## src/rtl/core/tcw_pkg.sv

```systemverilog
// ----------------------------------------------------------------------------
// tcw_pkg
// Shared types, codes and constants of the text console writer: request and
// response payloads, the controller/datapath command and status groups.
// ----------------------------------------------------------------------------
package tcw_pkg;

   // default screen geometry
   localparam int unsigned COLUMNS_DEFAULT = 80;
   localparam int unsigned ROWS_DEFAULT    = 25;

   // character and attribute constants
   localparam logic [7:0] RESET_ATTR   = 8'h07;
   localparam logic [7:0] BLANK_CHAR   = 8'h20;
   localparam logic [7:0] CH_NEWLINE   = 8'h0A;
   localparam logic [7:0] CH_RETURN    = 8'h0D;
   localparam logic [7:0] CH_BACKSPACE = 8'h08;

   // operation codes
   localparam logic [2:0] OP_PUT_CHAR  = 3'd0;
   localparam logic [2:0] OP_CLEAR     = 3'd1;
   localparam logic [2:0] OP_COLOR_CLR = 3'd2;
   localparam logic [2:0] OP_FIND_END  = 3'd3;
   localparam logic [2:0] OP_READ_CELL = 3'd4;

   // register map
   localparam int unsigned CSR_ADDR_W   = 3;
   localparam logic        CSR_IDX_ATTR = 1'b0;

   typedef struct packed {
      logic [2:0]  operation;
      logic [7:0]  char_code;
      logic [3:0]  background;
      logic [3:0]  foreground;
      logic [10:0] cell_index;
   } req_type;

   typedef struct packed {
      logic [10:0] cursor_cell;
      logic [15:0] cell_data;
   } rsp_type;

   // datapath commands
   typedef enum logic [3:0] {
      DP_NONE,
      DP_LOAD,
      DP_PUT,
      DP_FILL_START,
      DP_FILL_STEP,
      DP_SCROLL_START,
      DP_SCROLL_STEP,
      DP_FIND_START,
      DP_FIND_STEP,
      DP_READ_ISSUE,
      DP_READ_TAKE
   } dp_op_type;

   // source of the attribute for a fill sweep
   typedef enum logic [1:0] {
      FILL_RESET,
      FILL_TEXT,
      FILL_COLOR
   } fill_sel_type;

   typedef struct packed {
      dp_op_type    dp_op;
      fill_sel_type fill_sel;
   } ctl_cmd_type;

   typedef struct packed {
      logic [2:0] operation;
      logic       at_end;
      logic       sweep_last;
      logic       find_hit;
      logic       scan_first;
   } dp_status_type;

   function automatic logic [15:0] blank_word(input logic [7:0] attr);
      return {attr, BLANK_CHAR};
   endfunction

endpackage

```

## src/rtl/core/tcw_ctrl.sv

```systemverilog
// ----------------------------------------------------------------------------
// tcw_ctrl
// Controller state machine: runs the clearing pass after reset, takes one
// transaction at a time and sequences the datapath through each operation.
// ----------------------------------------------------------------------------
module tcw_ctrl (
   input  logic                   clock,
   input  logic                   reset,
   input  logic                   req_valid,
   output logic                   req_ready,
   output logic                   rsp_valid,
   input  logic                   rsp_ready,
   input  tcw_pkg::dp_status_type status,
   output tcw_pkg::ctl_cmd_type   cmd
);

   typedef enum logic [3:0] {
      ST_INIT,
      ST_INIT_FILL,
      ST_IDLE,
      ST_DECODE,
      ST_POST,
      ST_SCROLL,
      ST_FILL,
      ST_FIND,
      ST_READ,
      ST_RESP
   } state_type;

   state_type state_ff, state_in;

   // next state and datapath command
   always_comb begin
      state_in     = state_ff;
      cmd.dp_op    = tcw_pkg::DP_NONE;
      cmd.fill_sel = tcw_pkg::FILL_TEXT;

      case (state_ff)
         ST_INIT: begin
            cmd.dp_op    = tcw_pkg::DP_FILL_START;
            cmd.fill_sel = tcw_pkg::FILL_RESET;
            state_in     = ST_INIT_FILL;
         end
         ST_INIT_FILL: begin
            cmd.dp_op = tcw_pkg::DP_FILL_STEP;
            if (status.sweep_last) begin
               state_in = ST_IDLE;
            end
         end
         ST_IDLE: begin
            if (req_valid) begin
               cmd.dp_op = tcw_pkg::DP_LOAD;
               state_in  = ST_DECODE;
            end
         end
         ST_DECODE: begin
            case (status.operation)
               tcw_pkg::OP_PUT_CHAR: begin
                  cmd.dp_op = tcw_pkg::DP_PUT;
                  state_in  = ST_POST;
               end
               tcw_pkg::OP_CLEAR: begin
                  cmd.dp_op = tcw_pkg::DP_FILL_START;
                  state_in  = ST_FILL;
               end
               tcw_pkg::OP_COLOR_CLR: begin
                  cmd.dp_op    = tcw_pkg::DP_FILL_START;
                  cmd.fill_sel = tcw_pkg::FILL_COLOR;
                  state_in     = ST_FILL;
               end
               tcw_pkg::OP_FIND_END: begin
                  cmd.dp_op = tcw_pkg::DP_FIND_START;
                  state_in  = ST_FIND;
               end
               tcw_pkg::OP_READ_CELL: begin
                  cmd.dp_op = tcw_pkg::DP_READ_ISSUE;
                  state_in  = ST_READ;
               end
               default: begin
                  state_in = ST_RESP;
               end
            endcase
         end
         ST_POST: begin
            // cursor ran past the last cell: scroll one row
            if (status.at_end) begin
               cmd.dp_op = tcw_pkg::DP_SCROLL_START;
               state_in  = ST_SCROLL;
            end else begin
               state_in = ST_RESP;
            end
         end
         ST_SCROLL: begin
            cmd.dp_op = tcw_pkg::DP_SCROLL_STEP;
            if (status.sweep_last) begin
               state_in = ST_RESP;
            end
         end
         ST_FILL: begin
            cmd.dp_op = tcw_pkg::DP_FILL_STEP;
            if (status.sweep_last) begin
               state_in = ST_RESP;
            end
         end
         ST_FIND: begin
            cmd.dp_op = tcw_pkg::DP_FIND_STEP;
            if (status.find_hit) begin
               state_in = ST_POST;
            end else if (status.scan_first) begin
               state_in = ST_RESP;
            end
         end
         ST_READ: begin
            cmd.dp_op = tcw_pkg::DP_READ_TAKE;
            state_in  = ST_RESP;
         end
         ST_RESP: begin
            if (rsp_ready) begin
               state_in = ST_IDLE;
            end
         end
         default: begin
            state_in = ST_IDLE;
         end
      endcase
   end

   // state register
   always_ff @(posedge clock) begin
      if (reset) begin
         state_ff <= ST_INIT;
      end else begin
         state_ff <= state_in;
      end
   end

   assign req_ready = (state_ff == ST_IDLE);
   assign rsp_valid = (state_ff == ST_RESP);

endmodule

```

## config.mk

```make
export PLATFORM = sky130hd
export DESIGN_NAME = tcw_ctrl
export DESIGN_NICKNAME = d
export VERILOG_FILES = /design/src/rtl/core/tcw_pkg.sv /design/src/rtl/core/tcw_ctrl.sv
export SDC_FILE = /design/constraint.sdc
export NUM_CORES = 1
export LEC_CHECK = 0
export BUFFER_PORTS_ARGS = -buffer_cell sky130_fd_sc_hd__buf_4
export CORE_UTILIZATION = 40
export CTS_BUF_LIST = sky130_fd_sc_hd__clkbuf_4 sky130_fd_sc_hd__clkbuf_8 sky130_fd_sc_hd__clkbuf_16
export CTS_CLUSTER_SIZE = 10
export DETAILED_ROUTE_END_ITERATION = 10
export GPL_TIMING_DRIVEN = 0
export PLACE_DENSITY = 0.67
export SYNTH_ARGS = -nofsm -noshare
export SYNTH_HDL_FRONTEND = slang
export SYNTH_SLANG_ARGS = --single-unit
```

## constraint.sdc

```tcl
create_clock -name clock -period 2.6 [get_ports clock]
set_input_delay 0.39 -clock clock [delete_from_list [all_inputs] [get_ports clock]]
set_output_delay 0.39 -clock clock [all_outputs]
set_load 0.02 [all_outputs]
```

# After elaboration in Yosys (flattened, before gate mapping)
# Cells that the tools add are included.
[word_totals]
reg_bits = 4
in_bits = 11
wordCells = 40
[classes]
n_mux = 15
n_eq_ne = 18
n_reduce_logical = 6
[op_table]
columns = ["operator", "n"]
rows = [
  ["one-hot mux 4 bit (9 select lines)", 1],
  ["one-hot mux 4 bit (4 select lines)", 2],
  ["one-hot mux 4 bit (8 select lines)", 1],
  ["2-to-1 mux 4 bit", 7],
  ["== test 4 x 3 -> 1 bit, second input constant", 4],
  ["== test 4 x 2 -> 1 bit, second input constant", 2],
  ["== test 4 bit, second input constant", 2],
  ["== test 3 x 2 -> 1 bit, second input constant", 2],
  ["OR reduction 2 bit", 3],
  ["AND reduction 5 bit", 1],
  ["== test 4 x 1 -> 1 bit, second input constant", 1],
  ["logical NOT 4 bit", 1],
  ["inequality test 2 x 1 -> 1 bit, second input constant", 2],
  ["inequality test 2 bit, second input constant", 2],
  ["one-hot mux 2 bit (2 select lines)", 1],
  ["== test 3 x 1 -> 1 bit, second input constant", 1],
  ["== test 3 bit, second input constant", 1],
  ["logical NOT 3 bit", 1],
  ["2-to-1 mux 3 bit", 1],
  ["inequality test 3 bit, second input constant", 1],
  ["2-to-1 mux 2 bit", 1],
  ["2-to-1 mux 1 bit", 1],
]

# Logic depth before layout (Yosys ltp)
# Gate-level depths: netlist of the first run.
[logic_depth]
ltp_word = 4
ltp_mapped = 5

# Worst setup path before layout of the first run
# OpenSTA, ideal clock, no wires.
[synth_path]
path_kind = "flip-flop to output port"
startpoint = "register state_ff[1]"
endpoint = "output port cmd[0] (netlist bit)"
t_required_ns = 2.210
path_stages_with_launch = 6
t_arrival_ns = 1.390
path_slack_ns = 0.820
n_path_buf = 1
path_cell_list = "dfxtp_1 > buf_2 > and2b_4 > nand4_1 > nor2_1 > a21oi_1"
[synth_rtl]
columns = ["element", "line_no", "rtl"]
rows = [
  ["start, declared", "tcw_ctrl.sv:30", "state_type state_ff, state_in;"],
  ["start signal, assigned", "tcw_ctrl.sv:133", "state_ff <= state_in;"],
  ["end, declared", "tcw_ctrl.sv:14", "output tcw_pkg::ctl_cmd_type cmd"],
]

==> results of run 1 <==
-- logic make-up after synthesis --
group           count (synthesis)
flops                           4
buf+inv                         8
compound gates                 26
simple gates                   39
mux                             2
-- layout by cell type (no fill, tap or decap), types with 3 or more instances in the layout --
cell / synthesis / routed
nand2b_1: 4 / 4
clkbuf_4: 0 / 3
buf_2: 6 / 6
nor3_1: 3 / 3
nand2_1: 5 / 5
nor2_1: 10 / 10
a21oi_1: 9 / 9
dfxtp_1: 4 / 4
nand4_1: 3 / 3
buf_4: 0 / 18
-- worst max-delay path by stage --
| stage | startpoint | to | slack, ns | cells past startpoint |
|---|---|---|---|---|
| 2_1_floorplan | state_ff[1] | cmd[0] | 0.82 | 5 |
| 3_3_place_gp | state_ff[1] | cmd[0] | 0.83 | 6 |
| 3_5_place_dp | state_ff[1] | cmd[0] | 0.85 | 6 |
| 4_1_cts | state_ff[1] | cmd[0] | 0.60 | 6 |
| 5_1_grt | state_ff[1] | cmd[0] | 0.47 | 6 |
| 6_report | state_ff[1] | cmd[0] | 0.60 | 6 |
-- per-layer routing --
| metal | global-route usage [%] | vias to the layer above |
|---|---|---|
| li1 | - | 337 |
| met1 | 26.0 | 298 |
| met2 | 35.2 | 16 |
| met3 | 5.11 | 0 |
| met4 | 0 | 0 |
| met5 | 0 | - |
-- cell type report --
type	count	area share [%]
Inverter	2	1.02
Clock buffer	3	3.06
Multi-Input combinational cell	67	60.1
Tap cell	15	2.55
Sequential cell	4	10.9
Buffer	6	4.07
Timing Repair Buffer	18	18.3
-- critical path, cell delays in order, from the launching register on --
cell	delay (ns)
dfxtp_1	0.42
buf_2	0.27
and2b_4	0.20
nand4_1	0.12
nor2_1	0.16
a21oi_1	0.06
buf_4	0.15
-- where the power goes --
group	switching, mW	internal, mW
logic	0.283	0.246
registers	0.0233	0.0804
clock network	0.0220	0.0514
-- stage by stage --
stage | setup WS, ns | instance area, sq um | utilization, %
final | 0.603 | 737 | 56.6
after floorplan | 0.820 | 561 | -
after global routing | 0.468 | 737 | 56.6
after CTS | 0.599 | 737 | 56.6
after detailed placement | 0.846 | 714 | 54.9
after global placement | 0.830 | 714 | 54.9
==> reports/results.txt, run 1 <==
final number of hold-violating endpoints = 0
clock sinks = 4
syn nets = 90
clock transition at the registers of the reported paths = 0.03 ns
I/O Buffers = 18
fraction of layout instances using a drive strength above 1 = 35.0%
TNS Setup = 0 ns
Seq/Total Area, Yosys = 14.3%
Post-Syn Instances = 79
R2R setup slack = 1.18 ns
Synth Flop Type = dfxtp_1
PostCTS Resize Cnt = 0
min-delay worst type = in -> reg
area of the multi-input gates = 443 sq um
area leader, netlist = dfxtp_1
Cell Area, Synth = 561 sq um
met3 wire length = 69 um
Post-DRT Antenna Nets = 0
maximum vdd drop = 0.527 mV
Core Area = 1300 sq um
proportion of synthesized area in mux cells = 3.57%
r2r worst-path depth = 5
largest family of logic cells by synthesized area = simple AND/OR/NAND/NOR gates
first-pass GRT wire length = 2.21 mm
pin count of the biggest net entering global routing = 11
Fmax = 0.501 GHz
clk_skew = 0.00318 ns
simple-gate area share of the yosys netlist = 41.5%
total number of vias = 651
drt initial violations = 16
via/cell ratio = 5.66
met1 WL = 658 um
final setup vio count = 0
Synth Area in XOR/XNOR = 0%
Reg with most FFs = state_ff
most frequent cells after synthesis = nor2_1, a21oi_1, buf_2
WHS Path Cells = 2
CP Class = reg -> out
Leak = 0.321 nW
most common cell in the netlist = nor2_1
# diodes = 0
number of synthesized flops with an enable pin = 0
fin crit share = 76.8%
Hold EP = state_ff[1]
TritonRoute pass-1 iters = 4
Filler cells = 127
row count = 13
Root Driver = clkbuf_4
max cap viols = 0
# IOs = 19
compound-gate portion of the synthesized area = 33.9%
crit path time final = 2.00 ns
Cell Pwr Density = 958 nW/um^2
Synth Area in Adders = 0%
Layout Nets = 113
outcome = finished, final reports clean
area grow syn2layout = 31.5%
GPL Wtd Cong = 0.803
worst-margin pin slew = 0.358 ns
antenna violations before repair = 0
die span in x = 39.4 um
DIE HEIGHT = 39.4 um
met2 wire len = 694 um
buffer levels on the longest clock path = 2
DRC = 0
unrepaired setup endpoints after global routing = false
post-synthesis async set-or-reset flop share = 0%
post-synth top area share = 14.3%
grt ovf = 0
max reg flops = 4
YS warnings = 0
endpoint type of the worst setup path = output pin
Die ar. = 1560 sq um
GRT Overall Usage = 20.2%
total CTS buffers = 3
Seq. cell area = 80.1 sq um
Worst EP arrival = 1.61 ns
H-Tree Depth = 1
CTS tree = yes
RR Startpoint = state_ff[0]
initial core utilization = 43.1%
highest layer used for signal routing = met3
Slew Limit Fails = 0
Rel. slew slack = 76.1%
Crit Path Max Fanout = 10
Yosys reg bits = 4
DP Cell Count = 112
top cells by area, synth = dfxtp_1, a21oi_1, nor2_1
final std cells w/o fill = 115
startpoint class of the critical path = flip-flop
biggest regs = state_ff (4)
final WL = 1.42 mm
worst hold start = reset
Final Power = 0.706 mW
dpl hpwl = 1.05 mm
WL/cell = 12.4 um
worst hold slack = 0.365 ns
Worst EP required = 2.21 ns
Distinct cells, synth = 36
reg-to-reg endpoint = state_ff[0]
Setup Buffers After CTS = 0
syn avg cell area = 7.10 sq um
vias in the first global route = 519
Skew-Pair Late Insertion Delay = 0.23 ns
Hold Buf Count CTS = 0
Note: power is estimated with default switching activity, not from simulation.
==> run 2: changes to the inputs <==
ABC_AREA = 1   (was default)
CORE_AREA = 2 2 39 41   (was default)
CORE_UTILIZATION = default   (was 40)
DIE_AREA = 0 0 41 43   (was default)
PLACE_DENSITY = 0.66   (was 0.67)
clock period = 1.84 ns   (was 2.6 ns; I/O delays follow)
==> reports/results.txt, run 2 <==
outcome = finished, final reports clean
Hold Buf Count CTS = 0 (unchanged)
drt initial violations = 11 (-5)
pin count of the biggest net entering global routing = 8 (-3)
post-synthesis async set-or-reset flop share = 0% (unchanged)
min-delay worst type = in -> reg
Core Area = 1380 sq um (+6.3%)
Core Util, Final = 52.7% (-3.9 points)
total CTS buffers = 3 (unchanged)
# IOs = 19 (unchanged)
Layout Nets = 129 (+14%)
final setup vio count = 0 (unchanged)
crit-path cells = inv_2 > nand2_2 > nor3_4 > inv_2 > nor3_4 > a21oi_1 > buf_4
GRT Overall Usage = 18.3% (-1.9 points)
compound-gate portion of the synthesized area = 11.9% (-22 points)
largest family of logic cells by synthesized area = simple AND/OR/NAND/NOR gates
via/cell ratio = 4.87 (-14%)
biggest regs = state_ff (4)
syn avg cell area = 5.62 sq um (-21%)
Yosys reg bits = 4 (unchanged)
YS warnings = 0 (unchanged)
Slew Limit Fails = 0 (unchanged)
buffer levels on the longest clock path = 2 (unchanged)
Crit Path Max Fanout = 5 (-5)
proportion of synthesized area in mux cells = 0% (-3.6 points)
startpoint class of the critical path = flip-flop
DIE HEIGHT = 43 um (+9.0%)
final WL = 1.41 mm (-0.98%)
grt ovf = 0 (unchanged)
commonest non-fill, non-tap cell in the layout = nand2_1
# diodes = 0 (unchanged)
Max stage delay on crit path = 0.34 ns (-0.08 ns)
die span in x = 41 um (+4.0%)
Reg with most FFs = state_ff
most frequent cells after synthesis = nand2_1, inv_1, nand3_1
Seq/Total Area, Yosys = 15.5% (+1.2 points)
most common cell in the netlist = nand2_1
Skew-Pair Late Insertion Delay = 0.23 ns (about the same)
Cell Area, Synth = 517 sq um (-7.8%)
number of synthesized flops with an enable pin = 0 (unchanged)
fraction of layout instances using a drive strength above 1 = 42.2% (+7.2 points)
worst hold start = reset
clock sinks = 4 (unchanged)
RR Startpoint = state_ff[2]
reg-to-reg endpoint = state_ff[0]
Die ar. = 1760 sq um (+13%)
R2R setup slack = 0.49 ns (-0.69 ns)
Leak = 0.413 nW (+29%)
clk_skew = 0.00165 ns (-0.00153 ns)
max reg flops = 4 (unchanged)
Synth Flop Type = dfxtp_1
area grow syn2layout = 41.2%
post-synth top area share = 19.6% (+5.3 points)
clock transition at the registers of the reported paths = 0.04 ns (about the same)
CP Class = reg -> out
CTS tree = yes
row count = 14 (+1)
vias in the first global route = 567 (+9.2%)
worst-margin pin slew = 0.313 ns (-0.0450 ns)
GPL Wtd Cong = 0.797 (-0.76%)
DRC = 0 (unchanged)
CP startpoint = state_ff[2]
TritonRoute pass-1 iters = 4 (unchanged)
Synth Area in XOR/XNOR = 0% (unchanged)
Rel. slew slack = 79.0% (+3.0 points)
WL/cell = 10.7 um (-14%)
crit path time final = 1.72 ns
Hold EP = state_ff[1]
first-pass GRT wire length = 2.18 mm (-1.3%)
top cells by area, synth = nand2_1, dfxtp_1, inv_1
Distinct cells, synth = 19 (-47%)
Root Driver = clkbuf_4
initial core utilization = 37.3% (-5.7 points)
fin crit share = 93.4%
total number of vias = 643 (-1.2%)
maximum vdd drop = 0.664 mV (+26%)
I/O Buffers = 18 (unchanged)
endpoint type of the worst setup path = output pin
most frequent cells in the layout = nand2_1, buf_4, inv_1
Final Power = 0.955 mW (+35%)
final number of hold-violating endpoints = 0 (unchanged)
r2r worst-path depth = 8 (+3)
Cell Pwr Density = 1310 nW/um^2 (+37%)
Critical-path top delay cell = dfxtp_1
Fmax = 0.582 GHz
Post-Syn Instances = 92 (+16%)
syn nets = 103 (+14%)
area leader, netlist = nand2_1
max cap viols = 0 (unchanged)
antenna violations before repair = 0 (unchanged)
simple-gate area share of the yosys netlist = 60.3% (+19 points)
Post-DRT Antenna Nets = 0 (unchanged)
WHS Path Cells = 2 (unchanged)
Worst EP required = 1.56 ns (-0.65 ns)
H-Tree Depth = 1 (unchanged)
Worst EP arrival = 1.44 ns (-0.17 ns)
dpl hpwl = 1.07 mm (+1.7%)
Synth Area in Adders = 0% (unchanged)
==> run 2: changes by cell type after synthesis, moves of 4 or more <==
cell	change
inv_1	+11
inv_2	+4
nand2_2	+7
nand3_1	+8
nand2b_1	-4
nor2_1	-4
a21oi_1	-4
buf_2	-6
nor2_2	+4
nand2_1	+22
==> run 2: stage by stage <==
stage / TNS, ns / area (sq um) / worst slack (ns) / hold WS, ns / std cells
3_3_place_gp: 0 / 672 / 0.263 / 0.473 / 126
2_1_floorplan: 0 / 517 / 0.231 / 0.338 / 92
5_1_grt: -0.00457 / 729 / -0.00457 / 0.222 / 132
3_5_place_dp: 0 / 672 / 0.251 / 0.472 / 126
4_1_cts: 0 / 696 / 0.00412 / 0.217 / 129
6_report: 0 / 729 / 0.122 / 0.232 / 132
==> run 2: worst max path at each step <==
stage	cells past startpoint	endpoint	slack, ns
CTS	6	cmd[0]	0.004
global route	7	cmd[0]	-0.005
finish	7	cmd[0]	0.12
floorplan	5	cmd[0]	0.23
global placement	6	cmd[0]	0.26
detailed placement	6	cmd[0]	0.25
==> run 2: metal layers <==
metal	global-route usage (%)	share of wire, %	up-vias
li1	-	-	346
met1	21.7	43	281
met2	29.4	53	16
met3	3.14	3.9	0
met4	10.0	0	0
met5	0	0	-
==> run 2: kinds of logic (layout without fill, tap and decap cells) <==
kind of cell    after synthesis  after routing
compound gates               10             10
flops                         4              4
buf+inv                      17             41
simple gates                 61             61
==> run 2: final cells by class <==
cell class	instances	area (sq um)
multi-input cells	71	382
clock buffers	3	22.5
fillers	162	654
well taps	16	20.0
repair buffers	21	158
inverters	17	63.8
flip-flops and latches	4	83.8
==> run 2: repair_timing <==
| item | CTS | global route |
|---|---|---|
| buffers inserted | 0 | 3 |
| gates resized for setup | 1 | 4 |
| setup endpoints to repair | 1 | 2 |
| pin swaps | 0 | 1 |
==> run 2: worst max-delay path, delay by kind of cell (launching register included) <==
kind / cells / cell delay (ns)
simple gates: 3 / 0.45
buf+inv: 3 / 0.35
flops: 1 / 0.34
compound gates: 1 / 0.06
==> run 2: power breakdown <==
group          total, mW  switching [mW]  internal [mW]
clock network      0.104          0.0315         0.0726
registers          0.177          0.0565          0.120
logic              0.674           0.406          0.268
